[config.mk]
export PLATFORM = sky130hd
export DESIGN_NAME = unsorted_list_store_core
export DESIGN_NICKNAME = d
export VERILOG_FILES = /design/src/hdl/usls_pkg.sv /design/src/hdl/usls_ram.sv /design/src/hdl/usls_ctrl.sv /design/src/hdl/unsorted_list_store_core.sv
export SDC_FILE = /design/constraint.sdc
export NUM_CORES = 1
export LEC_CHECK = 0
export ABC_AREA = 0
export BUFFER_PORTS_ARGS = -buffer_cell sky130_fd_sc_hd__buf_4
export CAP_MARGIN = 20
export CORE_UTILIZATION = 60
export DETAILED_ROUTE_END_ITERATION = 6
export GPL_TIMING_DRIVEN = 0
export PLACE_DENSITY = 0.83
export SYNTH_ARGS = -nofsm -noshare
export SYNTH_HDL_FRONTEND = slang
export SYNTH_HIERARCHICAL = 1
export SYNTH_SLANG_ARGS = --single-unit
[constraint.sdc]
create_clock -name aclk -period 5.28 [get_ports aclk]
set_input_delay 0.528 -clock aclk [delete_from_list [all_inputs] [get_ports aclk]]
set_output_delay 0.528 -clock aclk [all_outputs]
set_load 0.01 [all_outputs]
[src/hdl/usls_pkg.sv]
// Shared types and constants for the unsorted list store.
`timescale 1ns / 1ps

package usls_pkg;

    localparam int DEPTH_DEF = 16;
    localparam int DATA_W    = 32;
    localparam int POS_W     = 4;
    localparam int IDX_W     = 4;
    localparam int CNT_W     = 5;

    typedef enum logic [1:0] {
        OP_APPEND = 2'd0,
        OP_READ   = 2'd1,
        OP_FIND   = 2'd2,
        OP_REMOVE = 2'd3
    } op_t;

    typedef enum logic [1:0] {
        ST_OK       = 2'd0,
        ST_FULL     = 2'd1,
        ST_RANGE    = 2'd2,
        ST_NOTFOUND = 2'd3
    } status_t;

    typedef struct packed {
        status_t            status;
        logic [DATA_W-1:0]  read_value;
        logic [IDX_W-1:0]   found_index;
        logic [CNT_W-1:0]   entry_count;
    } res_t;

endpackage

[src/hdl/usls_ram.sv]
// Generic single-write, single-read RAM with registered read data.
`timescale 1ns / 1ps

module usls_ram #(
    parameter int WIDTH = 32,
    parameter int DEPTH = 16,
    localparam int AW = (DEPTH > 1) ? $clog2(DEPTH) : 1
) (
    input  logic             aclk,
    input  logic             we,
    input  logic [AW-1:0]    waddr,
    input  logic [WIDTH-1:0] wdata,
    input  logic [AW-1:0]    raddr,
    output logic [WIDTH-1:0] rdata
);

    logic [WIDTH-1:0] mem_reg [DEPTH];
    logic [WIDTH-1:0] rdata_reg;

    always_ff @(posedge aclk) begin
        if (we) begin
            mem_reg[waddr] <= wdata;
        end
        rdata_reg <= mem_reg[raddr];
    end

    assign rdata = rdata_reg;

endmodule

[src/hdl/usls_ctrl.sv]
// Sequencer: append, indexed read, linear scan and compaction over the entry RAM.
`timescale 1ns / 1ps

module usls_ctrl #(
    parameter int DEPTH = usls_pkg::DEPTH_DEF,
    localparam int AW = $clog2(DEPTH),
    localparam int CW = $clog2(DEPTH + 1)
) (
    input  logic                        aclk,
    input  logic                        aresetn,
    input  logic                        req_valid,
    output logic                        req_ready,
    input  usls_pkg::op_t               req_op,
    input  logic [usls_pkg::DATA_W-1:0] req_value,
    input  logic [usls_pkg::POS_W-1:0]  req_position,
    output logic                        res_valid,
    output usls_pkg::res_t              res,
    input  logic                        out_free,
    output logic                        mem_we,
    output logic [AW-1:0]               mem_waddr,
    output logic [usls_pkg::DATA_W-1:0] mem_wdata,
    output logic [AW-1:0]               mem_raddr,
    input  logic [usls_pkg::DATA_W-1:0] mem_rdata
);
    import usls_pkg::*;

    localparam int EW = CW + 1;
    localparam int PW = (CW > POS_W) ? CW : POS_W;

    typedef enum logic [4:0] {
        S_IDLE   = 5'b00001,
        S_RDWAIT = 5'b00010,
        S_SCAN   = 5'b00100,
        S_SHIFT  = 5'b01000,
        S_HOLD   = 5'b10000
    } state_t;

    state_t            state_reg, state_next;
    logic [CW-1:0]     count_reg, count_next;
    op_t               op_reg, op_next;
    logic [DATA_W-1:0] value_reg, value_next;
    logic [AW-1:0]     idx_reg, idx_next;
    res_t              hold_reg, hold_next;

    logic              fin;
    status_t           fin_status;
    logic [DATA_W-1:0] fin_rd;
    logic [IDX_W-1:0]  fin_idx;
    res_t              fin_res;
    logic [EW-1:0]     idx1_ext, idx2_ext, count_ext;

    assign idx1_ext  = EW'(idx_reg) + EW'(1);
    assign idx2_ext  = EW'(idx_reg) + EW'(2);
    assign count_ext = EW'(count_reg);

    always_comb begin
        state_next = state_reg;
        count_next = count_reg;
        op_next    = op_reg;
        value_next = value_reg;
        idx_next   = idx_reg;
        hold_next  = hold_reg;
        fin        = 1'b0;
        fin_status = ST_OK;
        fin_rd     = '0;
        fin_idx    = '0;
        req_ready  = 1'b0;
        mem_we     = 1'b0;
        mem_waddr  = idx_reg;
        mem_wdata  = mem_rdata;
        mem_raddr  = AW'(idx1_ext);

        case (state_reg)
            S_IDLE: begin
                req_ready = 1'b1;
                if (req_valid) begin
                    case (req_op)
                        OP_APPEND: begin
                            fin = 1'b1;
                            if (count_reg == CW'(DEPTH)) begin
                                fin_status = ST_FULL;
                            end else begin
                                mem_we     = 1'b1;
                                mem_waddr  = AW'(count_reg);
                                mem_wdata  = req_value;
                                count_next = count_reg + CW'(1);
                            end
                        end
                        OP_READ: begin
                            mem_raddr = AW'(req_position);
                            if (PW'(req_position) >= PW'(count_reg)) begin
                                fin        = 1'b1;
                                fin_status = ST_RANGE;
                            end else begin
                                state_next = S_RDWAIT;
                            end
                        end
                        OP_FIND, OP_REMOVE: begin
                            mem_raddr  = '0;
                            idx_next   = '0;
                            op_next    = req_op;
                            value_next = req_value;
                            if (count_reg == '0) begin
                                fin        = 1'b1;
                                fin_status = ST_NOTFOUND;
                            end else begin
                                state_next = S_SCAN;
                            end
                        end
                        default: ;
                    endcase
                end
            end
            S_RDWAIT: begin
                fin    = 1'b1;
                fin_rd = mem_rdata;
            end
            S_SCAN: begin
                // rdata holds the entry at idx_reg; idx_reg + 1 is already being fetched
                if (mem_rdata == value_reg) begin
                    if (op_reg == OP_FIND) begin
                        fin     = 1'b1;
                        fin_idx = IDX_W'(idx_reg);
                    end else if (idx1_ext < count_ext) begin
                        state_next = S_SHIFT;
                    end else begin
                        fin        = 1'b1;
                        count_next = count_reg - CW'(1);
                    end
                end else if (idx1_ext >= count_ext) begin
                    fin        = 1'b1;
                    fin_status = ST_NOTFOUND;
                end else begin
                    idx_next = AW'(idx1_ext);
                end
            end
            S_SHIFT: begin
                // move the word at idx_reg + 1 down into the hole at idx_reg
                mem_we    = 1'b1;
                mem_raddr = AW'(idx2_ext);
                if (idx2_ext < count_ext) begin
                    idx_next = AW'(idx1_ext);
                end else begin
                    fin        = 1'b1;
                    count_next = count_reg - CW'(1);
                end
            end
            S_HOLD: begin
                if (out_free) begin
                    state_next = S_IDLE;
                end
            end
            default: state_next = S_IDLE;
        endcase

        fin_res.status      = fin_status;
        fin_res.read_value  = fin_rd;
        fin_res.found_index = fin_idx;
        fin_res.entry_count = CNT_W'(count_next);

        if (fin) begin
            if (out_free) begin
                state_next = S_IDLE;
            end else begin
                state_next = S_HOLD;
                hold_next  = fin_res;
            end
        end
    end

    assign res_valid = fin || (state_reg == S_HOLD);
    assign res       = (state_reg == S_HOLD) ? hold_reg : fin_res;

    always_ff @(posedge aclk) begin
        if (!aresetn) begin
            state_reg <= S_IDLE;
            count_reg <= '0;
        end else begin
            state_reg <= state_next;
            count_reg <= count_next;
        end
        op_reg    <= op_next;
        value_reg <= value_next;
        idx_reg   <= idx_next;
        hold_reg  <= hold_next;
    end

endmodule

[src/hdl/unsorted_list_store_core.sv]
// Top level of the unsorted list store: request port, entry RAM, sequencer, result register.
`timescale 1ns / 1ps

// Ordered store of up to DEPTH signed 32-bit values, kept compact in insertion order.
// Requests enter on the s_ stream: s_tuser carries the operation (append, read at
// index, find, remove first match), s_tdata the value and the read index. Each
// request yields exactly one result word on the m_ stream: m_tuser is the status,
// m_tdata the read value, the found index and the entry count after the operation.
// One request is worked on at a time; the next is taken once the previous result
// has been handed to the result register, even while that word still waits.
// Append, and any request that fails at once, is answered straight from the idle
// state; a read waits for the registered RAM data; find scans from index 0 up to the
// first match or the last entry; remove scans the same way and then moves each
// later entry down by one to close the gap. The entry RAM has one read and one
// write port, so the scan and the compaction each move one entry per cycle.
// Reset (aresetn low, synchronous) empties the store and drops any pending result.
// RAM contents need no clearing. When m_tready is low the result word holds and
// at most one further result waits inside, stalling the request side.

module unsorted_list_store_core #(
    parameter int DEPTH = usls_pkg::DEPTH_DEF
) (
    input  logic        aclk,
    input  logic        aresetn,
    input  logic        s_tvalid,
    output logic        s_tready,
    input  logic [39:0] s_tdata,   // value [31:0], position [35:32], zero pad
    input  logic [1:0]  s_tuser,   // op [1:0]
    output logic        m_tvalid,
    input  logic        m_tready,
    output logic [47:0] m_tdata,   // read_value [31:0], found_index [35:32],
                                   // entry_count [40:36], zero pad
    output logic [1:0]  m_tuser    // status [1:0]
);
    import usls_pkg::*;

    localparam int AW = $clog2(DEPTH);

    logic              res_valid;
    res_t              res;
    logic              out_free;
    logic              mem_we;
    logic [AW-1:0]     mem_waddr;
    logic [DATA_W-1:0] mem_wdata;
    logic [AW-1:0]     mem_raddr;
    logic [DATA_W-1:0] mem_rdata;

    logic              m_valid_reg;
    res_t              m_res_reg;

    assign out_free = !m_valid_reg || m_tready;

    usls_ctrl #(
        .DEPTH(DEPTH)
    ) u_ctrl (
        .aclk         (aclk),
        .aresetn      (aresetn),
        .req_valid    (s_tvalid),
        .req_ready    (s_tready),
        .req_op       (op_t'(s_tuser)),
        .req_value    (s_tdata[31:0]),
        .req_position (s_tdata[35:32]),
        .res_valid    (res_valid),
        .res          (res),
        .out_free     (out_free),
        .mem_we       (mem_we),
        .mem_waddr    (mem_waddr),
        .mem_wdata    (mem_wdata),
        .mem_raddr    (mem_raddr),
        .mem_rdata    (mem_rdata)
    );

    usls_ram #(
        .WIDTH(DATA_W),
        .DEPTH(DEPTH)
    ) u_ram (
        .aclk  (aclk),
        .we    (mem_we),
        .waddr (mem_waddr),
        .wdata (mem_wdata),
        .raddr (mem_raddr),
        .rdata (mem_rdata)
    );

    // load a new word when the slot is empty or its word is being taken
    always_ff @(posedge aclk) begin
        if (!aresetn) begin
            m_valid_reg <= 1'b0;
        end else if (res_valid && out_free) begin
            m_valid_reg <= 1'b1;
        end else if (m_tready) begin
            m_valid_reg <= 1'b0;
        end
        if (res_valid && out_free) begin
            m_res_reg <= res;
        end
    end

    assign m_tvalid = m_valid_reg;
    assign m_tdata  = {7'b0, m_res_reg.entry_count, m_res_reg.found_index,
                       m_res_reg.read_value};
    assign m_tuser  = m_res_reg.status;

endmodule

==> metrics.md, run 1 <==
| Metric | Value |
|---|---|
| Final HPWL DP | 41100 um |
| Chip Height | 212 um |
| Starting Density | 0.611 |
| Synth top area share | 0.722 |
| Hold WC Path Type | input pin to flop |
| Global-route wire length before repair | 92300 um |
| First DRT Iteration DRCs | 1926 |
| Filler Cells Inserted | 2521 |
| Synth area leader | edfxtp_1 |
| Met3 usage | 0.0712 |
| DRC Markers | 0 |
| Relative slew slack | 0.220 |
| Hold Vio Cnt, Final | 0 |
| DR vias | 14600 |
| RR Endpoint | u_ram/mem_reg[7][22] |
| Die width | 212 um |
| Setup WS post-layout | 416 ps |
| Top Usage Layer GRT | met2 |
| CP Data Arrival Time | 5140 ps |
| Slew Limit Fails | 0 |
| Highest Clock Rate | 206 MHz |
| Synth unique cells | 61 |
| Maxcap violations | 0 |
| Avg Inst Size Synth | 18.8 um2 |
| Pwr dens | 450 mW/mm2 |
| Synth warnings | 6 |
| Maximum VDD drop | 0.000332 V |
| Clk_lat worst skew | 600 ps |
| IO Port Bufs | 86 |
| Clk sinks | 679 |
| Post-Synthesis Cell Area | 0.0265 mm2 |
| Most common cell after layout, fill and taps aside | edfxtp_1 |
| Setup Viol. Count Final | 0 |
| Setup WS pre-CTS | 671 ps |
| Overall Global Routing Usage | 0.291 |
| CTS tree | done |
| Hold Path Depth | 1 |
| Hold endpoint | u_ctrl/value_reg[30] |
| Routed wire length | 63400 um |
| Post-synth EDFFs | 636 |
| CTS Buffer Depth | 3 |
| WP data required | 5560 ps |
| Status | finished, final reports clean |
| Most frequent cells in the layout | 636 x edfxtp_1, 151 x nand2_1, 128 x mux4_2 |
| Hold Startpoint | s_tdata[30] |
| Core ar. | 0.0433 mm2 |
| # IOs | 98 |
| Max reg flops | 512 |
| Crit path kind | flop to flop |
| Nets | 1663 |
| Setup crit end kind | flop |
| Reg2reg setup slack | 420 ps |
| Synthesized netlist cell count | 1410 |
| Grt met1 use | 0.376 |
| Setup Skew | 33.1 ps |
| Global placement routability congestion | 0.890 |
| Gates resized, CTS repair | 0 |
| Fin crit share | 0.921 |
| Peak fanout along the critical path | 18 |
| Post-synthesis to final-layout area growth | 15.7% |
| Sequential share of the synthesized area | 0.755 |
| Total grt overflow | 0 |
| Synth Flop Type | edfxtp_1 |
| Yosys reg bits | 679 |
| Async SR Flop Fraction | 0 |
| Root Buffer | clkbuf_16 |
| Reg2reg start | u_ctrl/state_reg[4] |
| Router iterations before antenna repair | 6 |
| Total power | 13.8 mW |
| Cts bufs inserted | 67 |
| Row cnt | 76 |
| Hold Buf Count CTS | 0 |
| Vias/cell | 6.50 |
| Leak pwr | 10.7 nW |
| CTS H-tree lvls | 3 |
| Dominant cells by area after synthesis | edfxtp_1 72%, mux4_2 11%, dfxtp_1 3.3%, nand2_1 2.1%, a22oi_1 1.9% |
| Post-CTS Setup Inserts | 0 |
| Met2 Track Usage GR | 0.469 |
| CP Launch Type | flop |
| Antenna violations before repair | 0 |
| Min Tclk post-route | 4860 ps |
| WL/cell | 28.3 um |
| Layout cells sized above 1 | 0.239 |
| RSZ-0062 raised after global routing | false |
| Die area | 0.0449 mm2 |
| R2R cell count | 10 |
| Vias in the first global route | 14800 |
| Largest net degree at the start of global routing | 44 |
| Worst-path clk slew | 70 ps |
| Worst-Margin Slew | 1170 ps |
| Post-route ant nets | 0 |
area by class of cell:
type	count	area, um2	area share
well taps	585	732	0.0239
diodes	1	2.50	0.0000818
inverters	16	60.1	0.00196
clock inverters	28	289	0.00944
flip-flops and latches	679	20000	0.652
repair buffers	113	1100	0.0361
multi-input cells	654	6250	0.204
plain buffers	67	320	0.0105
clock buffers	95	1880	0.0616
worst max path at each step:
stage / start / to / slack (ps) / cells past startpoint
2_1_floorplan: u_ctrl/state_reg[4] / u_ram/mem_reg[0][0] / 660 / 8
3_3_place_gp: u_ctrl/state_reg[4] / u_ram/mem_reg[8][14] / -2570 / 7
3_5_place_dp: u_ctrl/state_reg[4] / u_ram/mem_reg[8][16] / 670 / 10
4_1_cts: u_ctrl/state_reg[4] / u_ram/mem_reg[8][13] / 630 / 10
5_1_grt: u_ctrl/state_reg[4] / u_ram/mem_reg[8][13] / 340 / 10
6_report: u_ctrl/state_reg[4] / u_ram/mem_reg[7][22] / 420 / 10
through the flow:
| stage | hold slack (ps) | cells | instance area [um2] | TNS (ps) | util |
|---|---|---|---|---|---|
| 3_3_place_gp | 504 | 2087 | 27900 | -631230 | 0.644 |
| 4_1_cts | 98.6 | 2237 | 30600 | 0 | 0.707 |
| 3_5_place_dp | 504 | 2114 | 28400 | 0 | 0.657 |
| 6_report | 115 | 2238 | 30600 | 0 | 0.707 |
| 2_1_floorplan | 494 | 1416 | 26500 | 0 | - |
| 5_1_grt | 102 | 2237 | 30600 | 0 | 0.707 |
worst max-delay path: stages, from the launching register on:
cell and delay (ps):
dfxtp_1 370, nor3_1 300, nand3b_1 330, inv_1 210, nand2_1 160, nor2_1 920
nand2_1 230, o21ai_0 480, nand2_1 510, nor2_4 760, buf_16 250
cells by family after synthesis:
group | after synthesis | synth area share
AOI/OAI and AO/OA | 162 | 0.0453
xor gates and xnor gates | 38 | 0.0126
adders and majority gates | 19 | 0.00899
buffers and inverters | 83 | 0.0144
DFF | 679 | 0.755
muxes | 134 | 0.111
other | 1 | 0.000142
and+or+nand+nor | 294 | 0.0526
metal layers:
layer | part of all wire | wire (um) | up-vias
met5 | 0 | 0 | -
met4 | 0.052 | 3310 | 0
met3 | 0.12 | 7300 | 217
met2 | 0.48 | 30300 | 1038
met1 | 0.36 | 22500 | 7307
li1 | - | - | 5989
synthesized netlist by cell type (3+ instances only):
library cell and instances:
o21ai_0 17, clkbuf_1 34, a22oi_1 68, edfxtp_1 636, buf_1 10, xnor2_1 5, xor2_1 33, nor2b_1 5
and2_1 37, nor3_1 12, a211oi_1 3, o221ai_1 3, a21o_1 38, or3_1 4, nor4_1 10, mux2_2 4
nand3_1 4, inv_1 16, nand3b_1 5, buf_4 16, nand2_1 151, buf_2 7, nand2b_1 5, and3_1 8
dfxtp_1 43, mux4_2 128, ha_1 19, a21oi_1 10, nand4_1 5, nor2_1 35
report_power, final:
group / total, mW / switching [mW] / internal (mW)
clock network: 4.69 / 1.98 / 2.71
registers: 6.85 / 0.203 / 6.65
logic: 2.21 / 1.47 / 0.737
Note: power is estimated with default switching activity, not from simulation.
==> inputs of run 2 (changes only) <==
- GPL_TIMING_DRIVEN: 0 -> default
==> run 2 against run 1 <==
Final cell count is 2.8% lower. Critical path depth is 1 higher. Hold slack better by 15 ps. Cell area is 1.4% lower. Clock-buffer cell count is 8 lower. Combinational power is 5% lower. First-iteration DRC count is 7.4% lower. Global-route usage is 0.44 points lower. Die area stayed put. Flip-flop and latch count stayed put. Critical endpoint is now u_ctrl/hold_reg[7].
==> metrics.md, run 2 (synthesis results as in run 1) <==
| Metric | Value |
|---|---|
| Status | finished, final reports clean |
| Maximum VDD drop | 0.000302 V (-9.1%) |
| Setup Viol. Count Final | 0 (unchanged) |
| Setup crit end kind | flop |
| Die width | 212 um (unchanged) |
| Max stage delay on crit path | 550 ps (-370 ps) |
| Gates resized, CTS repair | 0 (unchanged) |
| Overall Global Routing Usage | 0.287 (-0.00437) |
| Crit path kind | flop to flop |
| Worst-path clk slew | 60 ps (about the same) |
| Filler Cells Inserted | 2488 (-1.3%) |
| Maxcap violations | 0 (unchanged) |
| Global placement routability congestion | 0.867 (-2.6%) |
| Vias/cell | 6.54 (+0.64%) |
| Worst-Margin Slew | 1060 ps (-100 ps) |
| Relative slew slack | 0.283 (+0.0623) |
| RSZ-0062 raised after global routing | false |
| Final HPWL DP | 35200 um (-14%) |
| Reg2reg start | u_ctrl/idx_reg[0] |
| Total grt overflow | 0 (unchanged) |
| Most frequent cells in the layout | 636 x edfxtp_1, 151 x nand2_1, 128 x mux4_2 |
| Pwr dens | 447 mW/mm2 (-0.47%) |
| Hold Vio Cnt, Final | 0 (unchanged) |
| Peak fanout along the critical path | 27 (+9) |
| Slew Limit Fails | 0 (unchanged) |
| Fin crit share | 0.798 (-0.123) |
| Post-CTS Setup Inserts | 0 (unchanged) |
| Pint | 9.99 mW (-1.1%) |
| Chip Height | 212 um (unchanged) |
| WP data required | 5500 ps (-60 ps) |
| Critical Path Start | u_ctrl/idx_reg[0] |
| Nets | 1607 (-3.4%) |
| Post-route ant nets | 0 (unchanged) |
| Global-route wire length before repair | 91300 um (-1.1%) |
| First DRT Iteration DRCs | 1784 (-7.4%) |
| CP Launch Type | flop |
| DRC Markers | 0 (unchanged) |
| RR Endpoint | u_ctrl/hold_reg[7] |
| Router iterations before antenna repair | 6 (unchanged) |
| Cts bufs inserted | 67 (unchanged) |
| Setup crit end | u_ctrl/hold_reg[7] |
| Clk sinks | 679 (unchanged) |
| Clock share of power | 0.336 (-0.005) |
| Post-synthesis to final-layout area growth | 14.1% |
| Hold Startpoint | s_tdata[1] |
| Crit-path cells | ha_1 > xnor2_1 > inv_1 > ha_1 > nand4_1 > o221ai_1 > nor2_1 > a21oi_1 > a2111oi_4 > nor2_4 > buf_4 |
| Starting Density | 0.611 (unchanged) |
| Core ar. | 0.0433 mm2 (unchanged) |
| Sw Share | 0.261 (-0.00538) |
| Final TNS setup | 0 ps (unchanged) |
| R2R cell count | 11 (+1) |
| Root Buffer | clkbuf_16 |
| Antenna violations before repair | 1 (+1) |
| IO Port Bufs | 86 (unchanged) |
| # IOs | 98 (unchanged) |
| Layout cells sized above 1 | 0.244 (+0.00492) |
| CP most frequent cell | ha_1 |
| Combinational share of power | 0.157 (-0.004) |
| Hold Buf Count CTS | 0 (unchanged) |
| Min Tclk post-route | 4210 ps (-650 ps) |
| Worst path slowest cell | edfxtp_1 |
| CTS tree | done |
| Hold WC Path Type | input pin to flop |
| WL/cell | 28.6 um (+0.86%) |
| Largest net degree at the start of global routing | 114 (+160%) |
| Hold Worst Slack | 130 ps (+15.2 ps) |
| NetSw | 3.52 mW (-3.8%) |
| Most common cell after layout, fill and taps aside | edfxtp_1 |
| Highest Clock Rate | 237 MHz (+15%) |
| Row cnt | 76 (unchanged) |
| DR vias | 14200 (-2.2%) |
| CTS Buffer Depth | 3 (unchanged) |
| Leak pwr | 10.5 nW (-1.6%) |
| Sequential Power Share | 0.508 (+0.010) |
| Die area | 0.0449 mm2 (unchanged) |
| Vias in the first global route | 14300 (-3.0%) |
| Routed wire length | 62200 um (-1.9%) |
| CTS H-tree lvls | 3 (unchanged) |
| Reg2reg setup slack | 1070 ps (+650 ps) |
| CP Data Arrival Time | 4430 ps (-710 ps) |
| Clk_lat worst skew | 590 ps (about the same) |
| Setup Skew | 24.9 ps (-8.25 ps) |
| Max reg flops | 512 (unchanged) |
[run 2: layout make-up]
class | instances | area, um2 | share of cell area
Sequential cell | 679 | 20000 | 0.661
Multi-Input combinational cell | 654 | 6320 | 0.210
Clock buffer | 87 | 1800 | 0.0597
Timing Repair Buffer | 124 | 1040 | 0.0346
Tap cell | 585 | 732 | 0.0242
Clock inverter | 30 | 264 | 0.00875
Inverter | 16 | 60.1 | 0.00199
Antenna cell | 1 | 2.50 | 0.0000829
[run 2: power by group through the flow]
stage               sequential [mW]  combinational (mW)  clock, mW
detailed placement             6.97                2.08          0
CTS                            6.86                2.10       4.59
floorplan                      6.90                1.32          0
global placement               6.95                1.98          0
finish                         6.86                2.11       4.53
global route                   6.88                2.26       4.80
[run 2: per-stage QoR]
step	setup WS, ps	utilization	total power [mW]	area, um2	instances
after floorplan	656	-	8.22	26500	1416
after global placement	1310	0.650	8.93	28100	2058
after detailed placement	1190	0.650	9.04	28100	2058
after CTS	1130	0.698	13.6	30200	2175
after global routing	828	0.698	13.9	30200	2175
final	1070	0.698	13.5	30200	2176
[run 2: worst min-delay path by stage]
stage / to / depth (start not counted) / slack, ps
floorplan: m_tdata[15] / 1 / 490
global placement: m_tdata[13] / 1 / 500
detailed placement: m_tdata[29] / 1 / 500
CTS: u_ctrl/value_reg[1] / 1 / 110
global route: u_ctrl/value_reg[27] / 1 / 120
finish: u_ctrl/value_reg[1] / 1 / 130
[run 2: worst max-delay path, delay by kind of cell (launching register included)]
family / cells / cell delay (ps)
buffers and inverters: 2 / 590
adders and majority gates: 2 / 610
and+or+nand+nor: 3 / 710
xor gates and xnor gates: 1 / 290
DFF: 1 / 550
AOI/OAI and AO/OA: 3 / 1060
[run 2: layer usage]
metal / vias to the layer above / GRT usage / share of wire
met1: 7252 / 0.382 / 0.36
met2: 944 / 0.468 / 0.49
met5: - / 0 / 0
li1: 5881 / - / -
met4: 0 / 0.117 / 0.036
met3: 161 / 0.0567 / 0.11
==> inputs of run 3 (changes only) <==
- CORE_UTILIZATION: 60 -> 55
- PLACE_DENSITY: 0.83 -> 0.8
- clock period: 5.28 -> 3.55 ns (I/O delays scaled with it)
==> run 3 against run 2 <==
First-iteration DRC count increased by 3.2%. Sequential power grew 49%. Critical path type unchanged. Largest power group unchanged. Hold slack worse by 79 ps. Global-route usage decreased by 2.6 points. Highest routed layer unchanged.
==> metrics.md, run 3 (synthesis results as in run 1) <==
| Metric | Value |
|---|---|
| Status | finished, final reports clean |
| Setup crit end kind | flop |
| Worst-path clk slew | 60 ps (about the same) |
| CP Data Arrival Time | 3640 ps (-790 ps) |
| Worst-Margin Slew | 856 ps (-209 ps) |
| Max reg flops | 512 (unchanged) |
| Antenna violations before repair | 0 (-1) |
| R2R cell count | 10 (-1) |
| Cts bufs inserted | 68 (+1.5%) |
| CTS tree | done |
| CP Launch Type | flop |
| Top Layer Used | met4 |
| Crit-path cells | inv_1 > ha_1 > and3_1 > nor2_4 > buf_4 > o21ai_0 > buf_4 > nand2_1 > nor2_4 > buf_4 |
| RSZ-0062 raised after global routing | false |
| Clk_lat worst skew | 600 ps (about the same) |
| Maxcap violations | 0 (unchanged) |
| Met1 Wirelength | 24400 um (+8.1%) |
| Overall Global Routing Usage | 0.260 (-0.0263) |
| Reg2reg start | u_ctrl/count_reg[0] |
| Chip Height | 221 um (+4.4%) |
| Router iterations before antenna repair | 6 (unchanged) |
| CP most frequent cell | buf_4 |
| Leak pwr | 11.0 nW (+4.2%) |
| Total power | 20.4 mW (+51%) |
| Global-route wire length before repair | 92600 um (+1.5%) |
| Max stage delay on crit path | 570 ps (+20 ps) |
| Final HPWL DP | 35800 um (+1.8%) |
| Die width | 221 um (+4.4%) |
| Vias/cell | 6.38 (-2.6%) |
| # diodes | 0 (-1) |
| Vias in the first global route | 14700 (+2.5%) |
| Nets | 1684 (+4.8%) |
| Die area | 0.0490 mm2 (+9.0%) |
| Clk sinks | 679 (unchanged) |
| Post-route ant nets | 0 (unchanged) |
| Total grt overflow | 0 (unchanged) |
| Highest Clock Rate | 295 MHz (+24%) |
| CP bufs+invs | 4 (+2) |
| Relative slew slack | 0.426 (+0.143) |
| Critical Path Start | u_ctrl/count_reg[0] |
| Largest net degree at the start of global routing | 75 (-34%) |
| Layout cells sized above 1 | 0.259 (+0.0145) |
| WP data required | 3800 ps (-1700 ps) |
| Top delay family on crit path | buffers and inverters |
| Global placement routability congestion | 0.872 (+0.47%) |
| Hold Vio Cnt, Final | 0 (unchanged) |
| Maximum VDD drop | 0.000480 V (+59%) |
| CTS Buffer Depth | 3 (unchanged) |
| Core ar. | 0.0470 mm2 (+8.5%) |
| First DRT Iteration DRCs | 1841 (+3.2%) |
| Routed wire length | 62600 um (+0.71%) |
| Pwr dens | 655 mW/mm2 (+46%) |
| Most frequent cells in the layout | 636 x edfxtp_1, 151 x nand2_1, 139 x buf_4 |
| Number of cells on the critical path | 10 (-1) |
| Fin cells | 2278 (+4.7%) |
| CTS H-tree lvls | 3 (unchanged) |
| Post-CTS Setup Inserts | 0 (unchanged) |
| Hold WC Path Type | input pin to flop |
| Crit path kind | flop to flop |
| DRC Markers | 0 (unchanged) |
| Met2 Wirelength | 29800 um (-3.3%) |
| Root Buffer | clkbuf_16 |
| Setup Skew | 26.1 ps (+1.20 ps) |
| WL/cell | 27.5 um (-3.8%) |
| Post-synthesis to final-layout area growth | 17.9% |
| # IOs | 98 (unchanged) |
| RR Endpoint | u_ram/mem_reg[15][5] |
| Starting Density | 0.563 (-0.0480) |
| Row cnt | 79 (+3.9%) |
| Inst Count DP | 2122 (+3.1%) |
| Fin crit share | 0.955 (+0.157) |
| Reg2reg setup slack | 160 ps (-910 ps) |
| IO Port Bufs | 86 (unchanged) |
| Metal3 WL | 6140 um (-7.2%) |
| Peak fanout along the critical path | 17 (-37%) |
| Min Tclk post-route | 3390 ps (-823 ps) |
| Worst path slowest cell | o21ai_0 |
| Most common cell after layout, fill and taps aside | edfxtp_1 |
| Slew Limit Fails | 0 (unchanged) |
| DR vias | 14500 (+2.0%) |
| Setup crit end | u_ram/mem_reg[15][5] |
| Setup Viol. Count Final | 0 (unchanged) |
[run 3: cell count changes in the layout (fill, tap and decap cells not counted), moves of 2 or more]
cell and change:
buf_12 +18, buf_4 +24, clkbuf_16 +2, clkinv_1 +4, clkinv_2 -6, dlygate4sd3_1 +34
inv_6 +2
[run 3: per-layer routing]
metal	global-route usage	vias to the layer above
met5	0	-
met4	0.114	0
met3	0.0555	145
met2	0.408	844
met1	0.356	7478
li1	-	6056
[run 3: worst min-delay path by stage]
stage / cells past startpoint / slack, ps / end / start
after detailed placement: 1 / 500 / m_tdata[27] / u_ctrl/hold_reg[36]
final: 3 / 50 / u_ctrl/state_reg[4] / aresetn
after global routing: 3 / 40 / u_ctrl/state_reg[4] / aresetn
after CTS: 3 / 30 / u_ctrl/state_reg[4] / aresetn
after global placement: 1 / 500 / m_tdata[32] / u_ctrl/hold_reg[5]
after floorplan: 0 / 450 / u_ctrl/op_reg[0] / s_tuser[0]
[run 3: timing repair]
action	CTS	global route
gates resized for setup	0	2
setup endpoints to repair	0	44
endpoints found under the hold margin	34	0
hold buffers	34	0
[run 3: layout make-up]
cell class | instances | area, um2
Tap cell | 607 | 759
Fill cell | 2930 | 15800
Inverter | 16 | 60.1
Sequential cell | 679 | 20000
Clock buffer | 91 | 1870
Timing Repair Buffer | 200 | 1920
Multi-Input combinational cell | 654 | 6340
Clock inverter | 31 | 278
[run 3: worst register-to-register path, cell delays in order, from the launching register on]
cell and delay [ps]:
dfxtp_1 430, inv_1 190, ha_1 220, and3_1 280
nor2_4 80, buf_4 200, o21ai_0 570, buf_4 270
nand2_1 270, nor2_4 190, buf_4 330
[run 3: stage by stage]
stage | cell area [um2] | worst slack (ps) | setup TNS (ps) | hold slack (ps) | utilization
2_1_floorplan | 26500 | -833 | -84020 | 454 | -
3_3_place_gp | 28700 | 180 | 0 | 503 | 0.611
3_5_place_dp | 28700 | 106 | 0 | 501 | 0.611
4_1_cts | 31200 | 85.3 | 0 | 27.3 | 0.664
5_1_grt | 31200 | 26.0 | 0 | 43.6 | 0.664
6_report | 31200 | 159 | 0 | 50.7 | 0.664
[run 3: where the power goes]
group,switching [mW],internal (mW)
clock network,2.93,4.01
logic,2.10,1.22
registers,0.282,9.89
total,5.31,15.1
